**src/hw/rtl/ptdw_pkg.sv**
```systemverilog
package ptdw_pkg;

    localparam int FREQ_W  = 32;
    localparam int QUOT_W  = 19;

    localparam logic [1:0] KIND_NONE      = 2'd0;
    localparam logic [1:0] KIND_CABLE     = 2'd1;
    localparam logic [1:0] KIND_SATELLITE = 2'd2;

    localparam logic [31:0] CABLE_IF_HZ     = 32'd36125000;
    localparam logic [QUOT_W-1:0] CABLE_BAND_HIGH = 19'd4017;
    localparam logic [QUOT_W-1:0] CABLE_BAND_LOW  = 19'd2737;
    localparam logic [31:0] SAT_OFFSET_KHZ  = 32'd479500;
    localparam logic [9:0]  SAT_KHZ_TO_HZ   = 10'd1000;
    localparam logic [31:0] SAT_PRESCALE_HZ = 32'd2000000000;
    localparam logic [QUOT_W-1:0] SAT_DIV_LIMIT = 19'h3fff;

    // For every 32-bit x, (x * RECIP_MULT) >> RECIP_SHIFT equals x / 15625.
    localparam logic [31:0] RECIP_MULT  = 32'd2251799814;
    localparam int          RECIP_SHIFT = 45;

    localparam logic [7:0] SAT_BYTE1_BASE   = 8'h20;
    localparam logic [7:0] CABLE_BYTE2_BASE = 8'h84;
    localparam logic [7:0] CABLE_BYTE0_MASK = 8'h7f;
    localparam logic [7:0] BAND_HIGH_CODE   = 8'h04;
    localparam logic [7:0] BAND_LOW_CODE    = 8'h02;
    localparam logic [7:0] BAND_MID_CODE    = 8'h01;

    typedef struct packed {
        logic load;
        logic prep;
        logic step;
        logic finish;
    } ptdw_cmd_t;

    typedef struct packed {
        logic out_free;
    } ptdw_status_t;

endpackage

```
**src/hw/rtl/pll_tuner_divider_word.sv**
```systemverilog
// Path: an input transfer loads the frequency register, then the dividend is formed,
// then the reciprocal multiplication by 1/15625 is registered, then the output
// register is loaded. Flow: the four controller states hold one item at a time and
// take no input until it is through; the next input is taken while a finished result
// waits in the output register, and a new result waits in the last state until the
// output register is free. Reset: synchronous, active low; clears tuner_kind to 0 and empties the output.
module pll_tuner_divider_word
    import ptdw_pkg::*;
(
    input  logic        aclk,
    input  logic        aresetn,
    input  logic        tuner_kind_we,
    input  logic [1:0]  tuner_kind_wdata,
    input  logic        s_tvalid,
    output logic        s_tready,
    input  logic [31:0] s_tdata,   // [31:0] frequency
    output logic        m_tvalid,
    input  logic        m_tready,
    output logic [31:0] m_tdata,   // [7:0] word_byte0, [15:8] word_byte1,
                                   // [23:16] word_byte2, [31:24] word_byte3
    output logic [0:0]  m_tuser    // [0] write_valid
);

    logic [1:0]   tuner_kind_reg;
    logic         idle;
    ptdw_cmd_t    cmd;
    ptdw_status_t status;

    always_ff @(posedge aclk) begin
        if (!aresetn) begin
            tuner_kind_reg <= KIND_NONE;
        end else if (tuner_kind_we) begin
            tuner_kind_reg <= tuner_kind_wdata;
        end
    end

    assign s_tready = idle;

    ptdw_ctrl u_ctrl (
        .aclk    (aclk),
        .aresetn (aresetn),
        .start   (s_tvalid),
        .idle    (idle),
        .status  (status),
        .cmd     (cmd)
    );

    ptdw_datapath u_datapath (
        .aclk            (aclk),
        .aresetn         (aresetn),
        .cmd             (cmd),
        .status          (status),
        .frequency       (s_tdata),
        .tuner_kind      (tuner_kind_reg),
        .out_valid       (m_tvalid),
        .out_ready       (m_tready),
        .out_write_valid (m_tuser[0]),
        .out_word        (m_tdata)
    );

`ifndef SYNTHESIS
    a_one_at_a_time: assert property (@(posedge aclk) disable iff (!aresetn)
        (s_tvalid && s_tready) |=> !s_tready)
        else $error("input accepted while an item is in progress");

    a_no_write_zero: assert property (@(posedge aclk) disable iff (!aresetn)
        (m_tvalid && !m_tuser[0]) |-> (m_tdata == 32'd0))
        else $error("no-write result carries nonzero bytes");

    a_finish_free: assert property (@(posedge aclk) disable iff (!aresetn)
        cmd.finish |-> status.out_free)
        else $error("result written over an untaken result");
`endif

endmodule

```
**src/hw/rtl/ptdw_ctrl.sv**
```systemverilog
module ptdw_ctrl
    import ptdw_pkg::*;
(
    input  logic         aclk,
    input  logic         aresetn,
    input  logic         start,
    output logic         idle,
    input  ptdw_status_t status,
    output ptdw_cmd_t    cmd
);

    localparam logic [1:0] ST_IDLE = 2'd0;
    localparam logic [1:0] ST_PREP = 2'd1;
    localparam logic [1:0] ST_DIV  = 2'd2;
    localparam logic [1:0] ST_DONE = 2'd3;

    logic [1:0] state_reg, state_next;

    always_comb begin
        state_next = state_reg;
        cmd        = '0;
        case (state_reg)
            ST_IDLE: begin
                if (start) begin
                    cmd.load   = 1'b1;
                    state_next = ST_PREP;
                end
            end
            ST_PREP: begin
                cmd.prep   = 1'b1;
                state_next = ST_DIV;
            end
            ST_DIV: begin
                cmd.step   = 1'b1;
                state_next = ST_DONE;
            end
            ST_DONE: begin
                if (status.out_free) begin
                    cmd.finish = 1'b1;
                    state_next = ST_IDLE;
                end
            end
            default: begin
                state_next = ST_IDLE;
            end
        endcase
    end

    assign idle = (state_reg == ST_IDLE);

    always_ff @(posedge aclk) begin
        if (!aresetn) begin
            state_reg <= ST_IDLE;
        end else begin
            state_reg <= state_next;
        end
    end

endmodule

```
**src/hw/rtl/ptdw_datapath.sv**
```systemverilog
module ptdw_datapath
    import ptdw_pkg::*;
(
    input  logic              aclk,
    input  logic              aresetn,
    input  ptdw_cmd_t         cmd,
    output ptdw_status_t      status,
    input  logic [FREQ_W-1:0] frequency,
    input  logic [1:0]        tuner_kind,
    output logic              out_valid,
    input  logic              out_ready,
    output logic              out_write_valid,
    output logic [31:0]       out_word
);

    logic [FREQ_W-1:0] freq_reg;
    logic [1:0]        kind_reg;
    logic [FREQ_W-1:0] dvd_reg, dvd_next;
    logic [QUOT_W-1:0] quot_reg, quot_next;
    logic              pe_reg, pe_next;
    logic              valid_reg;
    logic              wv_reg;
    logic [31:0]       word_reg, word_next;

    logic [31:0]       cable_sum;
    logic [31:0]       sat_sum;
    logic [31:0]       sat_prod;
    logic [63:0]       recip_prod;
    logic [QUOT_W-1:0] quot;
    logic [2:0]        shift_k;
    logic [QUOT_W-1:0] sat_d;
    logic [2:0]        sel;
    logic [2:0]        sel_pe;
    logic [7:0]        band;

    assign cable_sum  = freq_reg + CABLE_IF_HZ;
    assign sat_sum    = freq_reg + SAT_OFFSET_KHZ;
    assign sat_prod   = sat_sum * {22'd0, SAT_KHZ_TO_HZ};
    assign recip_prod = 64'(dvd_reg) * 64'(RECIP_MULT);
    assign quot       = quot_reg;

    always_comb begin
        shift_k = 3'd7;
        for (int i = 6; i >= 0; i--) begin
            if ((quot >> i) < SAT_DIV_LIMIT) begin
                shift_k = 3'(i);
            end
        end
        sat_d  = quot >> shift_k;
        sel    = 3'd7 - shift_k;
        sel_pe = sel + {2'b00, pe_reg};
        if (quot > CABLE_BAND_HIGH) begin
            band = BAND_HIGH_CODE;
        end else if (quot < CABLE_BAND_LOW) begin
            band = BAND_LOW_CODE;
        end else begin
            band = BAND_MID_CODE;
        end
    end

    always_comb begin
        dvd_next  = dvd_reg;
        quot_next = quot_reg;
        pe_next   = pe_reg;
        if (cmd.prep) begin
            if (kind_reg == KIND_CABLE) begin
                dvd_next = {3'b000, cable_sum[31:3]};
            end else begin
                dvd_next = sat_prod;
            end
            pe_next = (sat_prod >= SAT_PRESCALE_HZ);
        end
        if (cmd.step) begin
            quot_next = recip_prod[RECIP_SHIFT +: QUOT_W];
        end
    end

    always_comb begin
        case (kind_reg)
            KIND_CABLE: begin
                word_next[7:0]   = {1'b0, quot[14:8]} & CABLE_BYTE0_MASK;
                word_next[15:8]  = quot[7:0];
                word_next[23:16] = CABLE_BYTE2_BASE | {quot[16:15], 6'b000000};
                word_next[31:24] = band;
            end
            KIND_SATELLITE: begin
                word_next[7:0]   = 8'h00;
                word_next[15:8]  = SAT_BYTE1_BASE | {3'b000, sel_pe, pe_reg, sat_d[16]};
                word_next[23:16] = sat_d[15:8];
                word_next[31:24] = sat_d[7:0];
            end
            default: begin
                word_next = '0;
            end
        endcase
    end

    assign status.out_free = !valid_reg || out_ready;

    always_ff @(posedge aclk) begin
        if (cmd.load) begin
            freq_reg <= frequency;
            kind_reg <= tuner_kind;
        end
        dvd_reg  <= dvd_next;
        quot_reg <= quot_next;
        pe_reg   <= pe_next;
        if (cmd.finish) begin
            word_reg <= word_next;
            wv_reg   <= (kind_reg == KIND_CABLE) || (kind_reg == KIND_SATELLITE);
        end
    end

    always_ff @(posedge aclk) begin
        if (!aresetn) begin
            valid_reg <= 1'b0;
        end else if (cmd.finish) begin
            valid_reg <= 1'b1;
        end else if (out_ready) begin
            valid_reg <= 1'b0;
        end
    end

    assign out_valid       = valid_reg;
    assign out_write_valid = wv_reg;
    assign out_word        = word_reg;

endmodule
```
**config.mk**
```make
export PLATFORM = sky130hd
export DESIGN_NAME = pll_tuner_divider_word
export DESIGN_NICKNAME = d
export VERILOG_FILES = /design/src/hw/rtl/ptdw_pkg.sv /design/src/hw/rtl/pll_tuner_divider_word.sv /design/src/hw/rtl/ptdw_ctrl.sv /design/src/hw/rtl/ptdw_datapath.sv
export SDC_FILE = /design/constraint.sdc
export NUM_CORES = 2
export LEC_CHECK = 0
export BUFFER_PORTS_ARGS = -buffer_cell sky130_fd_sc_hd__buf_2
export CAP_MARGIN = 20
export CORE_ASPECT_RATIO = 2
export CORE_UTILIZATION = 45
export CTS_CLUSTER_SIZE = 25
export DETAILED_ROUTE_END_ITERATION = 10
export GPL_ROUTABILITY_DRIVEN = 1
export PLACE_DENSITY = 0.67
export SYNTH_ARGS = -nofsm -noshare
export SYNTH_HDL_FRONTEND = slang
export SYNTH_HIERARCHICAL = 1
export SYNTH_SLANG_ARGS = --single-unit
```
**constraint.sdc**
```tcl
create_clock -name aclk -period 8.7 [get_ports aclk]
set_input_delay 0.87 -clock aclk [delete_from_list [all_inputs] [get_ports aclk]]
set_output_delay 0.87 -clock aclk [all_outputs]
set_load 0.1 [all_outputs]
```
After elaboration in Yosys (flattened, before gate mapping)
Index checks and enable logic that the tools add are counted.

storage, ports and cells
  flip-flop bits (word level) = 124
  output and inout bits = 35
  logic and storage cells = 64

operators by class
  add/sub/neg operators = 4
  $mul = 2
  magnitude comparators = 10
  equality and inequality tests = 7
  shift-type cells = 1
  multiplexer cells = 22
  reduce and logical (&&, ||, !) cells = 6

operator list
  cell                                                             count
  one-hot mux 32 bit (2 select lines)                              1
  multiplier 32 x 31 -> 63 bit, second input constant              1
  adder 32 x 19 -> 32 bit, second input constant                   1
  adder 32 x 26 -> 32 bit, second input constant                   1
  >= comparator 32 x 31 -> 1 bit, second input constant            1
  multiplier 32 x 7 -> 29 bit, second input constant               1
  2-to-1 mux 29 bit                                                1
  greater-than comparator 19 x 12 -> 1 bit, second input constant  1
  < comparator 19 x 12 -> 1 bit, second input constant             1
  < comparator 19 x 14 -> 1 bit, second input constant             1
  >> shifter 19 x 3 -> 17 bit                                      1
  < comparator 18 x 14 -> 1 bit, second input constant             1
  2-to-1 mux 3 bit                                                 6
  < comparator 17 x 14 -> 1 bit, second input constant             1
  < comparator 16 x 14 -> 1 bit, second input constant             1
  < comparator 15 x 14 -> 1 bit, second input constant             1
  < comparator 13 x 14 -> 1 bit, second input constant             1
  < comparator 14 bit, second input constant                       1
  2-to-1 mux 1 bit                                                 9
  2-to-1 mux 2 bit                                                 4
  one-hot mux 2 bit (4 select lines)                               1
  equality test 2 bit, second input constant                       3
  equality test 2 x 1 -> 1 bit, second input constant              2
  != test 2 bit, second input constant                             2
  7 further kinds                                                  8

Depth between registers and ports, before layout
  depth after elaboration = 11
  depth in mapped cells = 28
  gate-level depth less buffers = 28

By module
Netlist, hierarchy kept.

modules (own cells, without submodules)
  module                  times used  cells each  area an instance (um^2)  seq. area each (um^2)
  ptdw_datapath           1           2532        25847.3                  3563.4
  ptdw_ctrl               1           20          180.2                    40.0
  pll_tuner_divider_word  1           6           72.6                     40.0

Worst setup path before layout
Ideal clock, no wire load.

  path kind = reg2reg
  start = register u_datapath.dvd_reg[14]
  end = register u_datapath.quot_reg[17] (netlist: u_datapath/quot[17]) (data pin)
  setup time = 0.258 ns
  arrival time = 6.728 ns
  data required time = 8.442 ns
  slack = 1.714 ns
  cell stages (with the launch flop) = 23
  buffers on the path = 0
  period minus slack after synthesis = 6.986 ns
  path through = edfxtp_1 inv_1 fa_1 fa_1 fa_1 fa_1 fa_1 inv_1 fa_1 fa_1 inv_1 fa_1 inv_1 ha_1 and3_1 a221oi_1 nor2_1 o311ai_1 a31oi_1 a21oi_2 o211ai_1 a21oi_1 xnor2_1

between the ends
  word-level cells in the longest chain between the ends = 1

ends and longest elaborated chain
  item                                 RTL line              text
  start, declared                      ptdw_datapath.sv:18   logic [FREQ_W-1:0] dvd_reg, dvd_next;
  start signal, assigned               ptdw_datapath.sv:105  dvd_reg <= dvd_next;
  multiplier 32 x 31 -> 63 bit         ptdw_datapath.sv:39   assign recip_prod = 64'(dvd_reg) * 64'(RECIP_MULT);
  named net u_datapath.recip_prod[62]  ptdw_datapath.sv:28   logic [63:0] recip_prod;
  end signal, assigned                 ptdw_datapath.sv:106  quot_reg <= quot_next;
  end, declared                        ptdw_datapath.sv:19   logic [QUOT_W-1:0] quot_reg, quot_next;

The timed path passes the listed nets, and every way through them passes these cells.
A chain may end at the register's enable or synchronous reset.

Final worst setup path
  start = register u_datapath.dvd_reg[12]
  end = register u_datapath.quot_reg[17] (netlist: u_datapath/quot[17]) (data pin)

The elaborated chain is that of the path after synthesis.

==> flow_metrics.env <==
export IMPL_outcome="complete, no violations"
export IMPL_drtIter0Drc=691
export IMPL_drc=0
export IMPL_netlist_area_um2=26100
export IMPL_hpwl_um=64200
export IMPL_antenna_found_initial=0
export IMPL_die_h_um=343
export IMPL_arrival_ns=8.47
export IMPL_cts_tree="done"
export IMPL_ys_async_sr_fraction=0
export IMPL_grt_max_degree=49
export IMPL_required_ns=8.90
export IMPL_dieWidth_um=172
export IMPL_postCtsSetupBuffers=0
export IMPL_reg2regPathDepth=22
export IMPL_avgSynthCellArea_um2=10.2
export IMPL_max_freq_mhz=121
export IMPL_start_kind="flop"
export IMPL_viasPerCell=5.28
export IMPL_yosys_cell_types_count=84
export IMPL_grt_overflow=0
export IMPL_ys_ff_latch=123
export IMPL_setup_worst_path_class="reg2reg"
export IMPL_crit_chain="inv_1 -> fa_1 -> fa_1 -> fa_1 -> inv_1 -> fa_1 -> fa_1 -> fa_1 -> fa_1 -> inv_1 -> fa_1 -> inv_1 -> ha_1 -> and3_1 -> a221oi_1 -> nor2_1 -> o311ai_1 -> a31oi_1 -> a21oi_2 -> o211ai_1 -> a21oi_1 -> xnor2_1"
export IMPL_synthSimpleGateAreaFrac=0.0590
export IMPL_gp_congestion=1.02
export IMPL_start_util=0.456
export IMPL_min_period_ns=8.28
export IMPL_cts_root_buffer="clkbuf_16"
export IMPL_grt_pass1_vias=20600
export IMPL_place_inst=3370
export IMPL_slowest_stage="o311ai_1"
export IMPL_antenna_cells=0
export IMPL_hold_viol=0
export IMPL_fin_cells=3402
export IMPL_fillers=5225
export IMPL_setup_viol=0
export IMPL_post_route_period_util=0.951
export IMPL_yosysWarnings=6
export IMPL_num_rows=124
export IMPL_r2r_start="u_datapath/dvd_reg[12]"
export IMPL_r2r_end="u_datapath/quot[17]"
export IMPL_io_buffer_count=72
export IMPL_fin_tns_setup_ns=0
export IMPL_synth_top_family_by_area="adder cells"
export IMPL_area_delta_synth_final_pct=7.07
export IMPL_synth_compound_area_frac=0.0668
export IMPL_coreArea_um2=57200
export IMPL_hp_class="reg2reg"
export IMPL_cp_end_kind="flop"
export IMPL_crit_top_cell="fa_1"
export IMPL_routed_wl_um=72100
export IMPL_endpoint="u_datapath/quot[17]"
export IMPL_ys_seq_area_frac=0.140
export IMPL_h_tree_depth=4
export IMPL_dieArea_um2=59000
export IMPL_clk_latency_ns=0.44
export IMPL_synth_edf_count=118
export IMPL_cts_buffers=17
export IMPL_avgRoutedWirePerCell_um=21.2
export IMPL_rsz0062_at_grt="no"
export IMPL_ys_flop_type="edfxtp_1"
export IMPL_first_pass_iters=5
export IMPL_num_vias=18000
export IMPL_grt_pass1_wl_um=113000
export IMPL_drive_above_1_share=0.0631
export IMPL_ant_nets=0
export IMPL_syn_inst=2558
export IMPL_cts_hold_buf=0
export IMPL_slew_headroom=0.358
export IMPL_grtUsageTotal=0.263
export IMPL_slowest_delay_ns=0.67
export IMPL_clock_skew_ns=0.0112
export IMPL_cts_buffer_depth=2
export IMPL_reg2reg_slack_ns=0.42
export IMPL_num_io_pins=74
export IMPL_synthAdderAreaFrac=0.560
export IMPL_clkSinkCount=123
export IMPL_syn_nets=3480
export IMPL_synth_xor_xnor_area_share=0.0398
export IMPL_worstPathMaxFanout=7
export IMPL_tightest_slew_ns=0.964
export IMPL_cts_reportedPaths_clkPinSlew_ns=0.07
export IMPL_finalMaxSlewViolations=0
export IMPL_max_cap_violations=0
export IMPL_cp_buffers_inverters=4
export IMPL_ctsResizeCount=0
export IMPL_critPathTopFamily="adder cells"
export IMPL_crit_cells=22
export IMPL_synth_area_mux_share=0.0171
export IMPL_fin_nets=3555
export IMPL_crit_start="u_datapath/dvd_reg[12]"
## routing by layer
layer | wire, um | vias to the layer above | share of wire | track usage
met5 | 0 | - | 0 | 0
met4 | 8020 | 0 | 0.11 | 0.248
met3 | 1980 | 283 | 0.028 | 0.0266
met2 | 40500 | 531 | 0.56 | 0.498
met1 | 21600 | 9066 | 0.30 | 0.235
li1 | - | 8095 | - | -
## layout make-up
class                           instances  area, um2  share of cell area
Timing Repair Buffer                   91        503              0.0180
Clock inverter                         15        140             0.00501
Sequential cell                       123       3640               0.130
Inverter                              775       2910               0.104
Tap cell                              756        946              0.0338
Clock buffer                           17        425              0.0152
Multi-Input combinational cell       1625      19400               0.693
## worst register-to-register path: cells and delay by family (launching register included)
kind	cells	cell delay [ns]
DFF	1	0.53
adders and majority gates	9	4.46
buffers and inverters	4	0.43
AOI/OAI and AO/OA	6	2.19
xor gates and xnor gates	1	0.08
and+or+nand+nor	2	0.34
## how the worst min path moves through the flow
stage	start	endpoint	slack, ns	depth (start not counted)
after detailed placement	tuner_kind_reg[0]	u_datapath/kind_reg[0]	0.43	0
final	tuner_kind_reg[1]	u_datapath/kind_reg[1]	0.44	0
after global routing	tuner_kind_reg[1]	u_datapath/kind_reg[1]	0.46	0
after CTS	tuner_kind_reg[0]	u_datapath/kind_reg[0]	0.45	0
after global placement	tuner_kind_reg[1]	u_datapath/kind_reg[1]	0.42	0
after floorplan	tuner_kind_reg[0]	u_datapath/kind_reg[0]	0.41	0
## cell usage in the layout, fill, tap and decap left out, types with 12 or more instances in the layout
master     count
o21ai_0       47
buf_4         19
nor2b_1       21
edfxtp_1     118
inv_1        771
a21o_1        17
nor3_1        12
o211ai_1      12
nand3_1       25
xnor2_1       76
o21ai_1       17
xor2_1        37
mux2_2        12
and3_1        15
fa_1         471
a21oi_1       90
nand2_1       97
nor2_1        71
and2_1        15
ha_1         411
mux2i_1       30
buf_2         72
clkbuf_16     17
nand4_1       14
a211oi_1      12
## logic make-up (layout without fill, tap and decap cells)
logic type | after synthesis | count (layout)
muxes | 43 | 43
buffers and inverters | 810 | 898
AOI/OAI and AO/OA | 269 | 269
adders and majority gates | 885 | 885
and+or+nand+nor | 311 | 311
DFF | 123 | 123
other | 1 | 1
xor gates and xnor gates | 116 | 116
## stage by stage
step | setup WS, ns | hold slack, ns | utilization | instance area (um2)
after floorplan | 1.71 | 0.408 | - | 26100
after global placement | 0.644 | 0.419 | 0.478 | 27400
after detailed placement | 0.493 | 0.428 | 0.478 | 27400
after CTS | 0.480 | 0.447 | 0.488 | 27900
after global routing | 0.0527 | 0.458 | 0.488 | 27900
final | 0.424 | 0.445 | 0.488 | 27900
## cell usage after synthesis (21+ instances only)
master	instances	area (um2)
inv_1	771	2890
fa_1	471	9430
ha_1	412	5150
edfxtp_1	118	3540
nand2_1	97	364
a21oi_1	90	450
xnor2_1	76	666
nor2_1	71	267
o21ai_0	47	235
xor2_1	37	324
mux2i_1	30	300
nand3_1	25	125
clkbuf_1	21	78.8
nor2b_1	21	131
Power is not shown: default switching activity piles up to over one toggle a cycle in this logic, so the estimate is an artifact.
